File: config.mk
export PLATFORM = sky130hd
export DESIGN_NAME = sptc_prep
export DESIGN_NICKNAME = d
export VERILOG_FILES = /design/src/hdl/sptc_pkg.sv /design/src/hdl/sptc_prep.sv
export SDC_FILE = /design/constraint.sdc
export NUM_CORES = 1
export LEC_CHECK = 0
export BUFFER_PORTS_ARGS = -buffer_cell sky130_fd_sc_hd__buf_2
export CORE_MARGIN = 2
export CORE_UTILIZATION = 50
export CTS_CLUSTER_SIZE = 25
export DETAILED_ROUTE_END_ITERATION = 16
export GPL_TIMING_DRIVEN = 0
export MAX_ROUTING_LAYER = met4
export PLACE_DENSITY = 0.78
export SLEW_MARGIN = 10
export SYNTH_ARGS = -nofsm -noshare
export SYNTH_HDL_FRONTEND = slang
export SYNTH_SLANG_ARGS = --single-unit
export TNS_END_PERCENT = 1
File: constraint.sdc
create_clock -name i_clk -period 8.65 [get_ports i_clk]
set_input_delay 0.865 -clock i_clk [delete_from_list [all_inputs] [get_ports i_clk]]
set_output_delay 0.865 -clock i_clk [all_outputs]
set_load 0.1 [all_outputs]
File: src/hdl/sptc_pkg.sv
// Shared constants, codes and helpers for the shape pair collision test.
// No dependencies; imported by every module of the block.
package sptc_pkg;

    // Size fields (radius, width, height) are unsigned Q12.8
    localparam int SIZE_WIDTH  = 20;
    // Sum of two radii
    localparam int RAD_WIDTH   = SIZE_WIDTH + 1;
    // Squared radius sum
    localparam int LIMIT_WIDTH = 2 * RAD_WIDTH;

    typedef logic t_kind;
    localparam t_kind KIND_CIRCLE = 1'b0;
    localparam t_kind KIND_RECT   = 1'b1;

    // Pair codes: {first_kind, second_kind}
    typedef logic [1:0] t_pair;
    localparam t_pair PAIR_CIRC_CIRC = {KIND_CIRCLE, KIND_CIRCLE};
    localparam t_pair PAIR_CIRC_RECT = {KIND_CIRCLE, KIND_RECT};
    localparam t_pair PAIR_RECT_CIRC = {KIND_RECT, KIND_CIRCLE};
    localparam t_pair PAIR_RECT_RECT = {KIND_RECT, KIND_RECT};

    // Width of a signed rectangle edge: corner plus size without overflow
    function automatic int edge_width(input int coord_width);
        return ((coord_width > RAD_WIDTH) ? coord_width : RAD_WIDTH) + 1;
    endfunction

    // Width of the final compare: sum of two squares against the limit
    function automatic int cmp_width(input int coord_width);
        return ((2 * coord_width + 1) > LIMIT_WIDTH) ? (2 * coord_width + 1) : LIMIT_WIDTH;
    endfunction

endpackage

File: src/hdl/sptc_prep.sv
// Stage 1: orders the pair into circle and target rectangle, builds rectangle edges.
// Depends on sptc_pkg.
module sptc_prep
    import sptc_pkg::*;
#(
    parameter int COORD_WIDTH = 24
) (
    input  logic                                        i_clk,
    input  logic                                        i_en,
    input  logic                                        i_first_kind,
    input  logic signed [COORD_WIDTH-1:0]               i_first_x,
    input  logic signed [COORD_WIDTH-1:0]               i_first_y,
    input  logic        [SIZE_WIDTH-1:0]                i_first_size_a,
    input  logic        [SIZE_WIDTH-1:0]                i_first_size_b,
    input  logic                                        i_second_kind,
    input  logic signed [COORD_WIDTH-1:0]               i_second_x,
    input  logic signed [COORD_WIDTH-1:0]               i_second_y,
    input  logic        [SIZE_WIDTH-1:0]                i_second_size_a,
    input  logic        [SIZE_WIDTH-1:0]                i_second_size_b,
    output logic                                        o_rect_pair,
    output logic signed [edge_width(COORD_WIDTH)-1:0]   o_cx,
    output logic signed [edge_width(COORD_WIDTH)-1:0]   o_cy,
    output logic        [RAD_WIDTH-1:0]                 o_rad,
    output logic signed [edge_width(COORD_WIDTH)-1:0]   o_lo_x,
    output logic signed [edge_width(COORD_WIDTH)-1:0]   o_hi_x,
    output logic signed [edge_width(COORD_WIDTH)-1:0]   o_lo_y,
    output logic signed [edge_width(COORD_WIDTH)-1:0]   o_hi_y,
    output logic signed [edge_width(COORD_WIDTH)-1:0]   o_p_lo_x,
    output logic signed [edge_width(COORD_WIDTH)-1:0]   o_p_hi_x,
    output logic signed [edge_width(COORD_WIDTH)-1:0]   o_p_lo_y,
    output logic signed [edge_width(COORD_WIDTH)-1:0]   o_p_hi_y
);
    localparam int EW = edge_width(COORD_WIDTH);

    logic signed [EW-1:0] x1, y1, x2, y2, w1, h1, w2, h2;
    logic signed [EW-1:0] x1_hi, y1_hi, x2_hi, y2_hi;

    logic                 r_rect_pair, n_rect_pair;
    logic signed [EW-1:0] r_cx, n_cx, r_cy, n_cy;
    logic [RAD_WIDTH-1:0] r_rad, n_rad;
    logic signed [EW-1:0] r_lo_x, n_lo_x, r_hi_x, n_hi_x;
    logic signed [EW-1:0] r_lo_y, n_lo_y, r_hi_y, n_hi_y;
    logic signed [EW-1:0] r_p_lo_x, r_p_hi_x, r_p_lo_y, r_p_hi_y;

    always_comb begin
        x1 = EW'(i_first_x);
        y1 = EW'(i_first_y);
        x2 = EW'(i_second_x);
        y2 = EW'(i_second_y);
        w1 = $signed(EW'(i_first_size_a));
        h1 = $signed(EW'(i_first_size_b));
        w2 = $signed(EW'(i_second_size_a));
        h2 = $signed(EW'(i_second_size_b));
        x1_hi = x1 + w1;
        y1_hi = y1 + h1;
        x2_hi = x2 + w2;
        y2_hi = y2 + h2;
    end

    // When both are circles, the second is treated as a zero-size rectangle at its centre,
    // with the two radii folded into one.
    always_comb begin
        n_rect_pair = 1'b0;
        n_cx   = x1;
        n_cy   = y1;
        n_rad  = RAD_WIDTH'(i_first_size_a);
        n_lo_x = x2;
        n_hi_x = x2_hi;
        n_lo_y = y2;
        n_hi_y = y2_hi;
        case ({i_first_kind, i_second_kind})
            PAIR_CIRC_CIRC: begin
                n_rad  = RAD_WIDTH'(i_first_size_a) + RAD_WIDTH'(i_second_size_a);
                n_hi_x = x2;
                n_hi_y = y2;
            end
            PAIR_CIRC_RECT: begin
            end
            PAIR_RECT_CIRC: begin
                n_cx   = x2;
                n_cy   = y2;
                n_rad  = RAD_WIDTH'(i_second_size_a);
                n_lo_x = x1;
                n_hi_x = x1_hi;
                n_lo_y = y1;
                n_hi_y = y1_hi;
            end
            PAIR_RECT_RECT: begin
                n_rect_pair = 1'b1;
            end
            default: begin
            end
        endcase
    end

    always_ff @(posedge i_clk) begin
        if (i_en) begin
            r_rect_pair <= n_rect_pair;
            r_cx        <= n_cx;
            r_cy        <= n_cy;
            r_rad       <= n_rad;
            r_lo_x      <= n_lo_x;
            r_hi_x      <= n_hi_x;
            r_lo_y      <= n_lo_y;
            r_hi_y      <= n_hi_y;
            r_p_lo_x    <= x1;
            r_p_hi_x    <= x1_hi;
            r_p_lo_y    <= y1;
            r_p_hi_y    <= y1_hi;
        end
    end

    assign o_rect_pair = r_rect_pair;
    assign o_cx        = r_cx;
    assign o_cy        = r_cy;
    assign o_rad       = r_rad;
    assign o_lo_x      = r_lo_x;
    assign o_hi_x      = r_hi_x;
    assign o_lo_y      = r_lo_y;
    assign o_hi_y      = r_hi_y;
    assign o_p_lo_x    = r_p_lo_x;
    assign o_p_hi_x    = r_p_hi_x;
    assign o_p_lo_y    = r_p_lo_y;
    assign o_p_hi_y    = r_p_hi_y;

endmodule

[Word level (Yosys, flattened, before mapping)]
Index checks and enable logic that the tools add are counted.
Cells by class
  div/mod/pow operators: 0
  multiplexer cells: 8
  add/subtract/negate cells: 5
  equal/unequal tests: 2
  shift-type cells: 0
  $lt $le $gt $ge: 0
  bitwise logic cells: 0
  multipliers: 0
  reduce and logical (&&, ||, !) cells: 1
Operator list (count)
  $add A24 B21 Y25: 4
  $mux W25: 4
  $pmux W25 S2: 2
  $pmux W21 S2: 1
  $add A20 B20 Y21: 1
  $eq A2 B2 Y1 const B: 2
  $logic_not A2 Y1: 1
  $mux W1: 1
Word-level totals
  memory bits (read-only): 0
  register bits: 270
  bits in latches: 0
  memories kept: 0
  memory bits (writable): 0

[Depth between registers and ports, before layout]
  depth after elaboration: 2
  mapped depth: 11
  gate-level depth less buffers: 11

[Worst setup path before layout]
OpenSTA, ideal clock, no wires.
  path kind: input to register
  start point: input i_first_x[0]
  end point: register r_hi_x[22], in the netlist o_hi_x[22] (data pin)
  data arrival time: 3.408 ns
  setup slack: 4.981 ns
  cell stages on the path: 10
  cells stage by stage: ha_1 > fa_1 > a211o_1 > a2111oi_4 > o21ai_2 > a41o_1 > a311oi_4 > nor2_2 > xor2_1 > a221o_1
On the way
  word-level cells in the longest chain between the ends: 2
Ends and longest elaborated chain
  start, declared: RTL line sptc_prep.sv:11  | input logic signed [COORD_WIDTH-1:0] i_first_x,
  $add A24 B21 Y25: RTL line sptc_prep.sv:54  | x1_hi = x1 + w1;
  net x1_hi[22]: RTL line sptc_prep.sv:36  | logic signed [EW-1:0] x1_hi, y1_hi, x2_hi, y2_hi;
  $pmux W25 S2: RTL line sptc_prep.sv:71  | case ({i_first_kind, i_second_kind})
  net n_hi_x[22]: RTL line sptc_prep.sv:41  | logic signed [EW-1:0] r_lo_x, n_lo_x, r_hi_x, n_hi_x;
  end signal, assigned: RTL line sptc_prep.sv:103  | r_hi_x <= n_hi_x;
  end, declared: RTL line sptc_prep.sv:41
The timed path passes the listed nets, and every way through them passes these cells.
A chain may end at the register's enable or synchronous reset.

[Final worst setup path]
  start point: input i_second_x[0]
  end point: register r_hi_x[22], in the netlist o_hi_x[22] (data pin)
On the way
  word-level cells in the longest chain between the ends: 2
Ends and longest elaborated chain
  start, declared: RTL line sptc_prep.sv:16  | input logic signed [COORD_WIDTH-1:0] i_second_x,
  $add A24 B21 Y25: RTL line sptc_prep.sv:56  | x2_hi = x2 + w2;
  $pmux W25 S2: RTL line sptc_prep.sv:71
  net n_hi_x[22]: RTL line sptc_prep.sv:41
The timed path passes the listed nets, and every way through them passes these cells.

==> impl_metrics.py <==
metrics = {
    "global_routing": {
        "grt_pass1_wl_um": 74100,
        "grt_max_degree": 116,
        "grt_use_total": 0.313,
        "antenna_found_initial": 5,
        "grt_overflow_total": 0,
        "grt_pass1_vias": 13200,
    },
    "sta": {
        "fmax_ghz": 0.265,
        "rsz0062_at_grt": "no",
        "maxSlewHeadroom": 0.339,
        "drv_slew": 0,
        "tightest_slew_ns": 0.991,
        "tns_ns": 0,
        "holdWs_ns": 0.501,
        "hold_viol": 0,
        "finalCritPeriodShare": 0.436,
        "setup_violations": 0,
        "layout_min_cycle_time_ns": 3.77,
    },
    "final_layout": {
        "area_growth_syn_to_layout_pct": 23.8,
        "drive_gt1_frac": 0.266,
        "fin_area_um2": 19000,
        "layout_common_cells": "buf_2, nand2_1, edfxtp_1",
        "fillers": 2444,
        "finalNonFillerCells": 2353,
        "num-nets-final": 2218,
        "layout.cells.most_common": "buf_2",
        "finalCoreUtilization": 0.625,
    },
    "worst_setup_path": {
        "start_kind": "input pin",
        "cp.arrival_ns": 4.07,
        "worst_setup_path_end_kind": "flop",
        "path_buf_inv": 1,
        "critPathTopFamily": "compound AO/OA/AOI/OAI gates",
        "crit_chain": "buf_2, ha_1, fa_1, a21oi_1, o21ai_0, a221oi_1, o211ai_1, a221oi_1, or3_1, a21oi_1, a221o_1",
        "critical_path_required_ns": 8.95,
        "crit_type": "input pin to flop",
        "crit_fanout": 4,
        "crit_path_start": "i_second_x[0]",
        "crit_cells": 11,
        "cp_slowest_cell": "a221oi_1",
        "endpoint": "o_hi_x[22]",
        "worst_path_largest_cell_delay_ns": 0.67,
    },
    "yosys": {
        "syn_inst": 1452,
        "synth_cell_types": 72,
        "avgSynthCellArea_um2": 10.6,
        "synth_edf_count": 266,
        "seq_area_frac_synth": 0.520,
        "netlist_area_um2": 15400,
        "ys_ff_latch": 266,
        "ys.flop_type": "edfxtp_1",
        "yosysWarnings": 0,
        "synth_nets": 1737,
        "async_flop_share": 0,
    },
    "power_and_ir_drop": {
        "ir_worst_vdd_mv": 0.146,
        "power_frac_seq": 0.353,
        "switchingPower_mw": 2.06,
        "power_density_nw_per_um2": 244,
        "swShare": 0.445,
        "p_comb_frac": 0.403,
        "p_leak_nw": 8.41,
        "power_frac_clock": 0.245,
        "p_int_mw": 2.57,
    },
    "die": {
        "initial_core_util": 0.505,
        "die_x_um": 179,
        "die_h_um": 179,
        "rows": 64,
        "core-area_um2": 30400,
        "boundaryPins": 452,
        "die_area_um2": 32100,
    },
    "clocking": {
        "cts_resized": 0,
        "numCtsBuffers": 28,
        "cts_sinks": 266,
        "post-cts-setup-buffers": 0,
        "tritoncts": "built",
        "ctsHoldBuffers": 0,
        "cts.reportedPaths.clkPinSlew_ns": 0.06,
        "htreeDepth": 1,
        "root_buffer": "clkbuf_16",
        "clockBufferDepth": 3,
    },
    "drt": {
        "antenna_left": 0,
        "wire_per_inst_um": 21.7,
        "drtPass1Iterations": 6,
        "via_count": 13700,
        "wl_um": 51000,
        "drt-vias-per-instance": 5.82,
        "drc_errors": 0,
        "drt_iter0_drc": 1073,
    },
    "min_path": {
        "hp-class": "input pin to flop",
    },
    "place": {
        "gp_congestion": 0.990,
        "io_buffers": 449,
        "place_area_um2": 18200,
        "dp_cells": 2299,
        "dp_hpwl_um": 38500,
    },
    "run": {
        "maxCapViolations": 0,
    },
    "run_status": {
        "status": "finished, final reports clean",
    },
}
[cell type report]
cell class | count | area [um^2] | share of cell area
Clock buffer | 34 | 723 | 0.0380
Timing Repair Buffer | 451 | 2310 | 0.122
Inverter | 31 | 116 | 0.00612
Clock inverter | 16 | 123 | 0.00644
Tap cell | 396 | 495 | 0.0260
Buffer | 56 | 233 | 0.0122
Sequential cell | 266 | 7990 | 0.420
Multi-Input combinational cell | 1099 | 7030 | 0.369
Antenna cell | 4 | 10.0 | 0.000526
[per-stage QoR]
stage,power [mW],worst slack [ns]
after floorplan,3.13,4.98
after global placement,3.49,3.07
after detailed placement,3.51,4.46
after CTS,4.63,5.05
after global routing,4.78,4.84
final,4.63,4.88
[power by group through the flow]
stage	clock network, mW	logic [mW]	registers (mW)
floorplan	0	0.451	2.68
global placement	0	1.83	1.67
detailed placement	0	1.85	1.66
CTS	1.14	1.86	1.63
global route	1.19	1.94	1.65
finish	1.13	1.87	1.63
[state kept, by name (all words and copies together) (netlist names), 25 cells and up]
name / flops
o_hi_y: 25
o_hi_x: 25
o_p_hi_x: 25
o_p_hi_y: 25
[synth_stat cells (13+ instances only)]
cell type,n,area share
o211ai_1,15,0.0073
xor2_1,27,0.015
nand3_1,26,0.0085
mux2i_1,31,0.020
xnor2_1,58,0.033
a21oi_1,77,0.025
o21bai_1,13,0.0064
nor2_1,59,0.014
nand2_1,354,0.086
inv_1,31,0.0076
ha_1,100,0.081
a31oi_1,13,0.0053
o21a_1,25,0.012
a21o_1,30,0.015
edfxtp_1,266,0.52
nor3_1,16,0.0052
clkbuf_1,42,0.010
a211oi_1,20,0.0098
o21ai_0,88,0.029
[metal layers]
layer	part of all wire	vias up	GRT usage	wire, um
li1	-	6332	-	-
met3	0.086	134	0.0481	4410
met2	0.49	751	0.522	24700
met5	0	-	-	0
met4	0.039	0	0.122	1990
met1	0.39	6473	0.383	19800
[cell families after synthesis]
family	Yosys count	share of synthesized area
compound gates	363	0.160
xor+xnor	85	0.0485
fa+ha+maj	105	0.0880
buf+inv	87	0.0227
flops	266	0.520
mux	33	0.0217
simple gates	513	0.139
[how the worst min path moves through the flow]
stage,startpoint,slack [ns],cells past startpoint,end
floorplan,i_first_x[0],0.96,0,o_p_lo_x[0]
global placement,i_first_x[20],1.06,1,o_p_lo_x[20]
detailed placement,i_first_x[20],1.07,1,o_p_lo_x[20]
CTS,i_first_x[20],0.48,1,o_p_lo_x[20]
global route,i_first_x[20],0.49,1,o_p_lo_x[20]
finish,i_first_x[20],0.50,1,o_p_lo_x[20]
No activity file was read; power rests on OpenSTA's default activity.
